**config.mk**
```make
export PLATFORM = sky130hd
export DESIGN_NAME = uart_fifo_xon_xoff_flow_unit
export DESIGN_NICKNAME = d
export VERILOG_FILES = /design/src/rtl/uxf_pkg.sv /design/src/rtl/uxf_ram.sv /design/src/rtl/uxf_ctrl.sv /design/src/rtl/uart_fifo_xon_xoff_flow_unit.sv
export SDC_FILE = /design/constraint.sdc
export NUM_CORES = 2
export LEC_CHECK = 0
export BUFFER_PORTS_ARGS = -buffer_cell sky130_fd_sc_hd__buf_2
export CAP_MARGIN = 20
export CORE_ASPECT_RATIO = 1.2
export CORE_MARGIN = 8
export CORE_UTILIZATION = 50
export DETAILED_ROUTE_END_ITERATION = 8
export PLACE_DENSITY = 0.66
export SLEW_MARGIN = 20
export SYNTH_ARGS = -nofsm -noshare
export SYNTH_HDL_FRONTEND = slang
export SYNTH_SLANG_ARGS = --single-unit
```
**constraint.sdc**
```tcl
create_clock -name clock -period 7 [get_ports clock]
set_input_delay 1.4 -clock clock [delete_from_list [all_inputs] [get_ports clock]]
set_output_delay 1.4 -clock clock [all_outputs]
set_load 0.01 [all_outputs]
```
**src/rtl/uxf_pkg.sv**
```systemverilog
// uxf_pkg: shared types and constants of the uart fifo xon/xoff flow unit
// used by uxf_ctrl and uart_fifo_xon_xoff_flow_unit

package uxf_pkg;

   localparam int DEPTH_DEFAULT = 256;

   localparam logic [7:0] CODE_XON  = 8'h11;
   localparam logic [7:0] CODE_XOFF = 8'h13;

   localparam logic [7:0] XOFF_THR_RESET = 8'd16;
   localparam logic [7:0] XON_THR_RESET  = 8'd8;

   localparam int CSR_ADDR_W = 3;

   typedef enum logic [1:0] {
      FUNC_LINE_RX = 2'd0,
      FUNC_TX_TICK = 2'd1,
      FUNC_HOST_WR = 2'd2,
      FUNC_HOST_RD = 2'd3
   } func_type;

   typedef enum logic [0:0] {
      REG_XOFF_THR = 1'b0,
      REG_XON_THR  = 1'b1
   } reg_idx_type;

   // per-beat result as decided at accept time; memory data joins when the beat leaves the middle stage
   typedef struct packed {
      logic       line_valid;
      logic       line_from_mem;
      logic [7:0] line_code;
      logic       read_valid;
      logic       accepted;
      logic [7:0] rx_fill;
      logic [7:0] tx_space;
      logic       remote_stopped;
      logic       tx_armed;
   } res_type;

endpackage

```
**src/rtl/uxf_ram.sv**
```systemverilog
// uxf_ram: byte-wide synchronous ring store, one write and one read port
// read data registered; no dependencies

module uxf_ram #(
   parameter int DEPTH  = 256,
   parameter int ADDR_W = 8
) (
   input  logic              clock,
   input  logic              wr_en,
   input  logic [ADDR_W-1:0] wr_addr,
   input  logic [7:0]        wr_data,
   input  logic              rd_en,
   input  logic [ADDR_W-1:0] rd_addr,
   output logic [7:0]        rd_data
);

   logic [7:0] mem [DEPTH];
   logic [7:0] rd_data_ff;

   always_ff @(posedge clock) begin
      if (wr_en) begin
         mem[wr_addr] <= wr_data;
      end
      if (rd_en) begin
         rd_data_ff <= mem[rd_addr];
      end
   end

   assign rd_data = rd_data_ff;

endmodule

```
**src/rtl/uxf_ctrl.sv**
```systemverilog
// uxf_ctrl: ring pointers, xon/xoff flags and per-beat decisions
// drives both uxf_ram ports; depends on uxf_pkg

module uxf_ctrl
   import uxf_pkg::*;
#(
   parameter int FIFO_DEPTH = DEPTH_DEFAULT,
   parameter int PTR_W      = $clog2(FIFO_DEPTH)
) (
   input  logic             clock,
   input  logic             reset,
   input  logic             fire,
   input  func_type         func,
   input  logic [7:0]       data_byte,
   input  logic             last_of_message,
   input  logic [7:0]       xoff_thr,
   input  logic [7:0]       xon_thr,
   output logic             rx_wr_en,
   output logic [PTR_W-1:0] rx_wr_addr,
   output logic             rx_rd_en,
   output logic [PTR_W-1:0] rx_rd_addr,
   output logic             tx_wr_en,
   output logic [PTR_W-1:0] tx_wr_addr,
   output logic             tx_rd_en,
   output logic [PTR_W-1:0] tx_rd_addr,
   output logic [7:0]       wr_data,
   output res_type          res
);

   localparam logic [PTR_W-1:0] LAST_SLOT = PTR_W'(FIFO_DEPTH - 1);
   localparam logic [PTR_W:0]   DEPTH_EXT = (PTR_W + 1)'(FIFO_DEPTH);

   logic [PTR_W-1:0] rx_head_ff, rx_head_in, rx_tail_ff, rx_tail_in;
   logic [PTR_W-1:0] tx_head_ff, tx_head_in, tx_tail_ff, tx_tail_in;
   logic             pending_ff, pending_in, held_ff, held_in, enable_ff, enable_in;
   logic [PTR_W-1:0] rx_used, tx_used, rx_used_new, tx_used_new;
   logic [PTR_W-1:0] rx_free_new, tx_free_new;

   function automatic logic [PTR_W-1:0] ring_used(input logic [PTR_W-1:0] head,
                                                  input logic [PTR_W-1:0] tail);
      logic [PTR_W:0] diff;
      diff = {1'b0, head} - {1'b0, tail};
      if (head < tail) begin
         diff = diff + DEPTH_EXT;
      end
      return diff[PTR_W-1:0];
   endfunction

   function automatic logic [PTR_W-1:0] ring_next(input logic [PTR_W-1:0] p);
      return (p == LAST_SLOT) ? '0 : p + 1'b1;
   endfunction

   assign rx_used    = ring_used(rx_head_ff, rx_tail_ff);
   assign tx_used    = ring_used(tx_head_ff, tx_tail_ff);
   assign rx_wr_addr = rx_head_ff;
   assign rx_rd_addr = rx_tail_ff;
   assign tx_wr_addr = tx_head_ff;
   assign tx_rd_addr = tx_tail_ff;
   assign wr_data    = data_byte;

   always_comb begin
      rx_head_in  = rx_head_ff;
      rx_tail_in  = rx_tail_ff;
      tx_head_in  = tx_head_ff;
      tx_tail_in  = tx_tail_ff;
      pending_in  = pending_ff;
      held_in     = held_ff;
      enable_in   = enable_ff;
      rx_used_new = rx_used;
      tx_used_new = tx_used;
      rx_wr_en    = 1'b0;
      rx_rd_en    = 1'b0;
      tx_wr_en    = 1'b0;
      tx_rd_en    = 1'b0;
      res         = '0;
      if (fire) begin
         case (func)
            FUNC_LINE_RX: begin
               if (rx_used != LAST_SLOT) begin
                  rx_wr_en     = 1'b1;
                  rx_head_in   = ring_next(rx_head_ff);
                  rx_used_new  = rx_used + 1'b1;
                  res.accepted = 1'b1;
               end
               if (8'(LAST_SLOT - rx_used_new) < xoff_thr && !held_ff) begin
                  pending_in = 1'b1;
                  enable_in  = 1'b1;
               end
            end
            FUNC_TX_TICK: begin
               if (enable_ff) begin
                  if (pending_ff && !held_ff) begin
                     res.line_valid = 1'b1;
                     res.line_code  = CODE_XOFF;
                     pending_in     = 1'b0;
                     held_in        = 1'b1;
                  end else if (held_ff && 8'(rx_used) < xon_thr) begin
                     res.line_valid = 1'b1;
                     res.line_code  = CODE_XON;
                     held_in        = 1'b0;
                  end else if (tx_used != '0) begin
                     res.line_valid    = 1'b1;
                     res.line_from_mem = 1'b1;
                     tx_rd_en          = 1'b1;
                     tx_tail_in        = ring_next(tx_tail_ff);
                     tx_used_new       = tx_used - 1'b1;
                  end else begin
                     enable_in = 1'b0;
                  end
               end
            end
            FUNC_HOST_WR: begin
               if (tx_used != LAST_SLOT) begin
                  tx_wr_en     = 1'b1;
                  tx_head_in   = ring_next(tx_head_ff);
                  tx_used_new  = tx_used + 1'b1;
                  res.accepted = 1'b1;
               end
               if (last_of_message) begin
                  enable_in = 1'b1;
               end
            end
            default: begin
               if (rx_used != '0) begin
                  rx_rd_en       = 1'b1;
                  rx_tail_in     = ring_next(rx_tail_ff);
                  rx_used_new    = rx_used - 1'b1;
                  res.read_valid = 1'b1;
               end
               if (held_ff && 8'(rx_used_new) < xon_thr) begin
                  enable_in = 1'b1;
               end
            end
         endcase
      end
      rx_free_new        = LAST_SLOT - rx_used_new;
      tx_free_new        = LAST_SLOT - tx_used_new;
      res.rx_fill        = 8'(rx_used_new);
      res.tx_space       = 8'(tx_free_new);
      res.remote_stopped = held_in;
      res.tx_armed       = enable_in;
   end

   always_ff @(posedge clock) begin
      if (reset) begin
         rx_head_ff <= '0;
         rx_tail_ff <= '0;
         tx_head_ff <= '0;
         tx_tail_ff <= '0;
         pending_ff <= 1'b0;
         held_ff    <= 1'b0;
         enable_ff  <= 1'b0;
      end else begin
         rx_head_ff <= rx_head_in;
         rx_tail_ff <= rx_tail_in;
         tx_head_ff <= tx_head_in;
         tx_tail_ff <= tx_tail_in;
         pending_ff <= pending_in;
         held_ff    <= held_in;
         enable_ff  <= enable_in;
      end
   end

   // xoff is only queued while not held, and sending it clears the queue
   assert property (@(posedge clock) disable iff (reset) !(pending_ff && held_ff))
      else $error("xoff queued while already held");

   // a sent xoff leaves the remote held and the transmitter armed
   assert property (@(posedge clock) disable iff (reset)
      (fire && res.line_valid && !res.line_from_mem && res.line_code == CODE_XOFF)
      |=> (held_ff && enable_ff))
      else $error("xoff sent without holding the remote");

   // a store pop only happens from a non-empty ring
   assert property (@(posedge clock) disable iff (reset)
      (!tx_rd_en || tx_head_ff != tx_tail_ff) && (!rx_rd_en || rx_head_ff != rx_tail_ff))
      else $error("pop from an empty ring");

   assert property (@(posedge clock) disable iff (reset)
      rx_free_new <= LAST_SLOT && rx_head_ff <= LAST_SLOT && tx_head_ff <= LAST_SLOT)
      else $error("ring pointer out of range");

endmodule

```
**src/rtl/uart_fifo_xon_xoff_flow_unit.sv**
```systemverilog
// uart_fifo_xon_xoff_flow_unit: top level with csr port, two byte rings and result stage
// depends on uxf_pkg, uxf_ctrl and uxf_ram
//
// Usage:
// - req channel: one beat per event, req_func selects line byte received, transmitter
//   tick, host write (req_last_of_message arms the transmitter) or host read.
// - rsp channel: exactly one beat per req beat, in order: line byte sent, host read
//   byte, push status, receive fill, transmit space, xoff-held and armed flags.
// - csr port: register 0 (address 0) is the xoff free-space threshold, register 1
//   (address 4) the xon fill threshold; bits 7:0 of the data, readable back.
// Pipeline: a req beat passes the middle stage and then the rsp register, the middle
//   stage covering the registered read of the receive or transmit ring memory.
// Throughput: one req beat per cycle while req_ready is high; pointers and flags update
//   at the accepting edge, so each beat sees the ring state left by the one before.
// Reset: pointers and flags clear, thresholds return to 16 and 8; the ring memories
//   are not cleared and no entry is read before it has been written.
// Stall: a beat waits in the middle stage while rsp_ready is low; once both the
//   middle stage and the rsp register are full, req_ready drops.

module uart_fifo_xon_xoff_flow_unit
   import uxf_pkg::*;
#(
   parameter int FIFO_DEPTH = DEPTH_DEFAULT
) (
   input  logic                  clock,
   input  logic                  reset,
   input  logic                  req_valid,
   output logic                  req_ready,
   input  logic [1:0]            req_func,
   input  logic [7:0]            req_data_byte,
   input  logic                  req_last_of_message,
   output logic                  rsp_valid,
   input  logic                  rsp_ready,
   output logic                  rsp_line_valid,
   output logic [7:0]            rsp_line_byte,
   output logic                  rsp_read_valid,
   output logic [7:0]            rsp_read_byte,
   output logic                  rsp_accepted,
   output logic [7:0]            rsp_rx_fill,
   output logic [7:0]            rsp_tx_space,
   output logic                  rsp_remote_stopped,
   output logic                  rsp_tx_armed,
   input  logic                  csr_psel,
   input  logic                  csr_penable,
   input  logic                  csr_pwrite,
   input  logic [CSR_ADDR_W-1:0] csr_paddr,
   input  logic [31:0]           csr_pwdata,
   output logic [31:0]           csr_prdata,
   output logic                  csr_pready
);

   localparam int PTR_W = $clog2(FIFO_DEPTH);

   logic             fire, s1_move;
   logic             s1_valid_ff;
   res_type          s1_res_ff, res;
   logic             rsp_valid_ff;
   res_type          rsp_res_ff;
   logic [7:0]       rsp_line_byte_ff, rsp_read_byte_ff;
   logic [7:0]       xoff_thr_ff, xon_thr_ff;
   logic             csr_wr;
   reg_idx_type      csr_idx;
   logic             rx_wr_en, rx_rd_en, tx_wr_en, tx_rd_en;
   logic [PTR_W-1:0] rx_wr_addr, rx_rd_addr, tx_wr_addr, tx_rd_addr;
   logic [7:0]       wr_data, rx_rd_data, tx_rd_data;

   assign csr_pready = 1'b1;
   assign csr_wr     = csr_psel && csr_penable && csr_pwrite;
   assign csr_idx    = reg_idx_type'(csr_paddr[2]);

   always_ff @(posedge clock) begin
      if (reset) begin
         xoff_thr_ff <= XOFF_THR_RESET;
         xon_thr_ff  <= XON_THR_RESET;
      end else if (csr_wr) begin
         case (csr_idx)
            REG_XOFF_THR: xoff_thr_ff <= csr_pwdata[7:0];
            REG_XON_THR:  xon_thr_ff  <= csr_pwdata[7:0];
            default:      xon_thr_ff  <= xon_thr_ff;
         endcase
      end
   end

   always_comb begin
      case (csr_idx)
         REG_XOFF_THR: csr_prdata = {24'd0, xoff_thr_ff};
         REG_XON_THR:  csr_prdata = {24'd0, xon_thr_ff};
         default:      csr_prdata = '0;
      endcase
   end

   assign s1_move   = !rsp_valid_ff || rsp_ready;
   assign req_ready = !s1_valid_ff || s1_move;
   assign fire      = req_valid && req_ready;

   uxf_ctrl #(
      .FIFO_DEPTH (FIFO_DEPTH),
      .PTR_W      (PTR_W)
   ) u_ctrl (
      .clock           (clock),
      .reset           (reset),
      .fire            (fire),
      .func            (func_type'(req_func)),
      .data_byte       (req_data_byte),
      .last_of_message (req_last_of_message),
      .xoff_thr        (xoff_thr_ff),
      .xon_thr         (xon_thr_ff),
      .rx_wr_en        (rx_wr_en),
      .rx_wr_addr      (rx_wr_addr),
      .rx_rd_en        (rx_rd_en),
      .rx_rd_addr      (rx_rd_addr),
      .tx_wr_en        (tx_wr_en),
      .tx_wr_addr      (tx_wr_addr),
      .tx_rd_en        (tx_rd_en),
      .tx_rd_addr      (tx_rd_addr),
      .wr_data         (wr_data),
      .res             (res)
   );

   uxf_ram #(
      .DEPTH  (FIFO_DEPTH),
      .ADDR_W (PTR_W)
   ) u_rx_ram (
      .clock   (clock),
      .wr_en   (rx_wr_en),
      .wr_addr (rx_wr_addr),
      .wr_data (wr_data),
      .rd_en   (rx_rd_en),
      .rd_addr (rx_rd_addr),
      .rd_data (rx_rd_data)
   );

   uxf_ram #(
      .DEPTH  (FIFO_DEPTH),
      .ADDR_W (PTR_W)
   ) u_tx_ram (
      .clock   (clock),
      .wr_en   (tx_wr_en),
      .wr_addr (tx_wr_addr),
      .wr_data (wr_data),
      .rd_en   (tx_rd_en),
      .rd_addr (tx_rd_addr),
      .rd_data (tx_rd_data)
   );

   // middle stage waits for the ring read data
   always_ff @(posedge clock) begin
      if (reset) begin
         s1_valid_ff  <= 1'b0;
         rsp_valid_ff <= 1'b0;
      end else begin
         if (req_ready) begin
            s1_valid_ff <= fire;
         end
         if (s1_move) begin
            rsp_valid_ff <= s1_valid_ff;
         end
      end
      if (fire) begin
         s1_res_ff <= res;
      end
      if (s1_move && s1_valid_ff) begin
         rsp_res_ff       <= s1_res_ff;
         rsp_line_byte_ff <= !s1_res_ff.line_valid ? 8'd0
                             : s1_res_ff.line_from_mem ? tx_rd_data : s1_res_ff.line_code;
         rsp_read_byte_ff <= s1_res_ff.read_valid ? rx_rd_data : 8'd0;
      end
   end

   assign rsp_valid          = rsp_valid_ff;
   assign rsp_line_valid     = rsp_res_ff.line_valid;
   assign rsp_line_byte      = rsp_line_byte_ff;
   assign rsp_read_valid     = rsp_res_ff.read_valid;
   assign rsp_read_byte      = rsp_read_byte_ff;
   assign rsp_accepted       = rsp_res_ff.accepted;
   assign rsp_rx_fill        = rsp_res_ff.rx_fill;
   assign rsp_tx_space       = rsp_res_ff.tx_space;
   assign rsp_remote_stopped = rsp_res_ff.remote_stopped;
   assign rsp_tx_armed       = rsp_res_ff.tx_armed;

endmodule

```
# Yosys cells after proc, flatten, opt, wreduce, memory -nomap -nowiden
# Memories as Yosys holds them, arrays and structs flattened. A register that Yosys moved wholly into a read port is not among the register bits.
# Cells that the tools add are included.
# word_totals
ff_bits,120
mem_bits_rw,4096
word_cells,161
mem_count,2
# classes
add_sub_neg,14
n_lt_le_gt_ge,5
n_eq_ne,11
n_mux,64
bitwise_logic,6
n_reduce_logical,29
# memory_table
memory,depth,width,read_ports,rd_clocked_by_memory_dff,write_ports,line_no,rtl
u_rx_ram.mem,256,8,1,1,1,uxf_ram.sv:17,logic [7:0] mem [DEPTH];
u_tx_ram.mem,256,8,1,1,1,uxf_ram.sv:17,
# op_table
operator,n
$mux W8,19
$add A8 B1 Y8 const B,8
$pmux W32 S2,1
$lt A8 B8 Y1,5
$mux W1,36
$eq A8 B8 Y1 const B,4
$pmux W8 S2,2
$ne A8 B8 Y1 const B,2
$reduce_bool A8 Y1,2
$sub A8 B1 Y8 const B,2
$sub A8 B8 Y8,2
$sub A8 B8 Y8 const A,2
$mux W5,2
$reduce_and A3 Y1,3
$logic_and A1 B1 Y1,8
$ne A2 B1 Y1 const B,3
$not A1 Y1,6
$reduce_and A2 Y1,3
$reduce_and A6 Y1,1
$reduce_or A3 Y1,2
$reduce_and A5 Y1,1
$pmux W1 S2,2
$reduce_or A4 Y1,1
$logic_not A1 Y1,3
other kinds (8),9

# Depth between registers and ports, before layout
# logic_depth
word_depth,13
depth_mapped,23
ltp_nobuf,20

# Cells and area by module
# Synthesis repeated with hierarchy kept, for this count alone.
# hier_totals
hier_cells,8309
hier_area_um2,167251.7
# by_module_without_submodules
mod,instances,cells_per_inst,area_per_inst_um2,seq_area_each_um2
uxf_ram,2,3733,79636.4,61739.2
uxf_ctrl,1,639,4708.3,700.7
uart_fifo_xon_xoff_flow_unit,1,204,3270.6,2372.3

# Least setup slack after synthesis
# OpenSTA, ideal clock, no wires.
# synth_path
path_kind,reg2reg
from,reg u_ctrl.rx_tail_ff[1] (netlist: u_ctrl.rx_rd_addr[1])
to,reg s1_res_ff[0] in the netlist's numbering (data pin)
setup_time_ns,0.261
arrival_ns,4.820
setup_slack_ns,1.919
path_stages_with_launch,20
path_buffers,4
period_less_slack_ns,5.081
cell_sequence,dfxtp_1 clkbuf_1 clkbuf_1 clkbuf_1 clkbuf_1 inv_1 fa_1 a211o_1 and3_1 or4b_1 nor3_1 mux2_2 ha_1 nand4_1 o221ai_1 nor2_1 nor2_1 nand3_1 nor3_1 nor2_1
# synth_rtl
element,line_no,rtl
from (decl),uxf_ctrl.sv:33,"logic [PTR_W-1:0] rx_head_ff, rx_head_in, rx_tail_ff, rx_tail_in;"
from (signal assigned),uxf_ctrl.sv:155,rx_tail_ff <= rx_tail_in;
to (signal assigned),uart_fifo_xon_xoff_flow_unit.sv:160,s1_res_ff <= res;
to (decl),uart_fifo_xon_xoff_flow_unit.sv:56,"res_type s1_res_ff, res;"

# Worst setup path after layout
# layout_path
from,reg u_ctrl.rx_tail_ff[0] (netlist: u_ctrl.rx_rd_addr[0])
to,mem u_rx_ram.mem[95][0] (enable)
# layout_between
elab_chain_len,9
word_cells_on_any_way,10
# layout_lines
element,line_no,rtl
$sub A8 B8 Y8,uxf_ctrl.sv:42,"diff = {1'b0, head} - {1'b0, tail};"
$add A8 B1 Y8,uxf_ctrl.sv:44,diff = diff + DEPTH_EXT;
$mux W8 (*),uxf_ctrl.sv:43,if (head < tail) begin
$ne A8 B8 Y1 (*),uxf_ctrl.sv:79,if (rx_used != LAST_SLOT) begin
$mux W1 (*),uxf_ctrl.sv:79,
$mux W1 (*),uxf_ctrl.sv:77,case (func)
$mux W1 (*),uxf_ctrl.sv:76,if (fire) begin
$mux W1 (*),uxf_ram.sv:21,if (wr_en) begin
$mux W1 (implied by the code) (*),uxf_ram.sv:22,mem[wr_addr] <= wr_data;
to (decl),uxf_ram.sv:17,
# Mark *: on every way between the ends. The rest lies on a longest branch, timed or not.

==> results.sh <==
export IMPL_synth_area_leaders="sky130_fd_sc_hd__edfxtp_1, sky130_fd_sc_hd__mux4_2, sky130_fd_sc_hd__nor2_1"
export IMPL_detail_route_first_pass_iterations=6
export IMPL_yosysWarningCount=0
export IMPL_max_slew_margin_pct=8.02
export IMPL_busiest_layer="met2"
export IMPL_setup_viol=0
export IMPL_drv_max_cap_violation_count=0
export IMPL_globalplace_congestion=0.847
export IMPL_core_area_um2=329000
export IMPL_crit_type="flip-flop to flip-flop"
export IMPL_route_antenna_remaining_nets=0
export IMPL_place_hpwl_mm=233
export IMPL_route_detailed_drc=0
export IMPL_dp_slack_ps=1470
export IMPL_synth_edf_count=4173
export IMPL_floorplan_rows=231
export IMPL_grt_antenna_before_repair=16
export IMPL_maxClockFrequency_ghz=0.178
export IMPL_most_instantiated_library_cell_after_synthesis="sky130_fd_sc_hd__edfxtp_1"
export IMPL_crit_arrival_ps=6220
export IMPL_fp_dieArea_um2=349000
export IMPL_power_per_cell_area_nw_per_um2=279
export IMPL_crit_end_element="flip-flop"
export IMPL_postSynth_topFlopCell="sky130_fd_sc_hd__edfxtp_1"
export IMPL_synth_async_sr_flop_share_pct=0
export IMPL_actual_transition_at_the_worst_max_transition_pin_ps=1380
export IMPL_global_route_usage_met3_pct=3.36
export IMPL_fin_nets=7703
export IMPL_met1_use_gr_pct=29.4
export IMPL_globalRouteMet2Util_pct=37.3
export IMPL_route_final_wire_length_mm=391
export IMPL_avgSynthCellArea_um2=22.4
export IMPL_total_leakage_power_nw=55.0
export IMPL_setup_slack_ps=1370
export IMPL_maxSlewViolCount=0
export IMPL_routed_via_count=76700
export IMPL_detail_route_wl_per_cell_um=31.9
export IMPL_die_width_um=540
export IMPL_clock_skew_ps=64.5
export IMPL_timing_final_crit_share_pct=80.5
export IMPL_cts_buffers_inserted=409
export IMPL_boundaryPins=125
export IMPL_finalWorstPathRequiredPeriod_ps=5630
export IMPL_rsz_0062_raised_after_global_routing="false"
export IMPL_hold_worst_slack_ps=418
export IMPL_grt_max_degree=213
export IMPL_max_vdd_ir_drop_mv=0.273
export IMPL_worst_hold_path_type="flip-flop to flip-flop"
export IMPL_number_of_cells_produced_by_synthesis=7380
export IMPL_cts_clk_slew_worst_paths_ps=60
export IMPL_run_status="finished, final reports clean"
export IMPL_grt_pass1_vias=78500
export IMPL_clock_tree_from_tritoncts="done"
export IMPL_h_tree_depth=5
export IMPL_clock_path_buffers=4
export IMPL_path_max_fanout=31
export IMPL_totalNegativeSetupSlack_ps=0
export IMPL_cts_resized=0
export IMPL_critical_path_required_ps=7580
export IMPL_synthesis_area_um2=165000
export IMPL_post_synth_most_frequent_cells="sky130_fd_sc_hd__edfxtp_1, sky130_fd_sc_hd__mux4_2, sky130_fd_sc_hd__nor2_1, sky130_fd_sc_hd__clkbuf_1, sky130_fd_sc_hd__nand2_1"
export IMPL_drtIter0Drc=8805
export IMPL_drive_above_1_share_pct=27.2
export IMPL_worstSetupStartpointType="flip-flop"
export IMPL_clock_sink_count=4226
export IMPL_grt_overflow=0
export IMPL_syn2layout_area_growth_pct=11.4
export IMPL_cts_root_buffer="sky130_fd_sc_hd__clkbuf_16"
export IMPL_hold_viol=0
export IMPL_initial_utilization_pct=50.1
export IMPL_clk_insertion_delay_late_ps=980
export IMPL_die_h_um=645
export IMPL_ys_seq_area_share_pct=76.6
export IMPL_io_buffers=73
export IMPL_post_synth_top_area_fraction_pct=75.9
export IMPL_postSynthRegisterBits=4226
export IMPL_synth_top_cell_by_area="sky130_fd_sc_hd__edfxtp_1"
export IMPL_vias_per_cell=6.26
export IMPL_grt_use_total_pct=22.0
export IMPL_post_cts_repair_setup_buffers=0
export IMPL_first_pass_grt_wire_length_mm=565
export IMPL_yosys_cell_types_count=88
export IMPL_postCtsHoldBufs=0
==> routing by layer <==
layer	share of wire [%]	routed length, µm
met1	38	149000
met2	51	199000
met3	7.0	27200
met4	4.0	15800
met5	0.0031	12
==> path summary, 6_finish.rpt <==
path | slack (ps) | to | start | cells after the start
min reg2reg | 420 | rsp_accepted | s1_res_ff[18] | 0
max reg2reg | 1370 | u_rx_ram.mem[95][0] | u_ctrl.rx_rd_addr[0] | 11
min | 420 | rsp_accepted | s1_res_ff[18] | 0
max | 1370 | u_rx_ram.mem[95][0] | u_ctrl.rx_rd_addr[0] | 11
==> where the power goes <==
part / internal (mW) / switching (mW) / total [mW] / leakage [nW]
combinational: 0.545 / 0.993 / 1.54 / 10.6
sequential: 27.8 / 0.0526 / 27.9 / 37.9
clock: 12.4 / 9.43 / 21.9 / 6.50
==> registers in the layout (all words and copies together), names as in the netlist, 8 cells and up <==
| signal | count |
|---|---|
| rsp_line_byte | 8 |
| rsp_read_byte | 8 |
| rsp_rx_fill | 8 |
| rsp_tx_space | 8 |
| s1_res_ff | 24 |
| u_ctrl.rx_rd_addr | 8 |
| u_ctrl.rx_wr_addr | 8 |
| u_ctrl.tx_rd_addr | 8 |
| u_ctrl.tx_wr_addr | 8 |
| u_rx_ram.mem | 2048 |
| u_rx_ram.rd_data | 8 |
| u_tx_ram.mem | 2048 |
| u_tx_ram.rd_data | 8 |
| xoff_thr_ff | 8 |
| xon_thr_ff | 8 |
==> stage by stage <==
stage	util [%]	power, mW	instance area, µm²	cells
5_1_grt	55.9	52.6	184000	12300
6_report	55.9	51.3	184000	12300
2_1_floorplan	-	29.2	165000	7403
3_3_place_gp	51.8	29.9	171000	11500
3_5_place_dp	51.8	30.0	171000	11500
4_1_cts	55.9	51.6	184000	12200
==> worst max-delay path: stages, from the launching register on <==
cell	delay, ps
sky130_fd_sc_hd__dfxtp_4	780
sky130_fd_sc_hd__ha_1	260
sky130_fd_sc_hd__inv_1	50
sky130_fd_sc_hd__fa_1	480
sky130_fd_sc_hd__a211o_1	370
sky130_fd_sc_hd__a21oi_1	280
sky130_fd_sc_hd__nor2_1	170
sky130_fd_sc_hd__and3_1	280
sky130_fd_sc_hd__a41o_4	380
sky130_fd_sc_hd__nor2_4	520
sky130_fd_sc_hd__nand4_1	760
sky130_fd_sc_hd__nor2_1	900
==> final cells by class <==
cell class | instances | area (µm²)
timing repair buffer | 207 | 1770
sequential | 4226 | 126000
tap | 4310 | 5390
antenna | 7 | 17.5
clock buffer | 486 | 10700
fill | 23900 | 145000
inverter | 58 | 233
multi-input combinational | 2690 | 36900
clock inverter | 268 | 2590
==> logic make-up after synthesis <==
family	share of synthesized area (%)
buffers and inverters	1.24
adder cells (fa/ha/maj)	0.449
other	0.00455
flip-flops	76.6
multiplexers	17.6
AO/OA/AOI/OAI	1.49
XOR/XNOR	0.190
AND/OR/NAND/NOR	2.49
==> placed cells by master (no fill, tap or decap), drive strengths merged, types with 41 or more instances in the layout <==
master,Yosys,layout
nand3,41,41
nor2,603,603
edfxtp,4173,4173
nand2,160,160
mux4,1280,1280
buf,205,207
ha,56,56
dfxtp,53,53
a22oi,81,81
clkbuf,224,486
bufinv,0,42
inv,55,76
a21oi,46,46
clkinv,3,200
(Power assumes the default switching activity.)
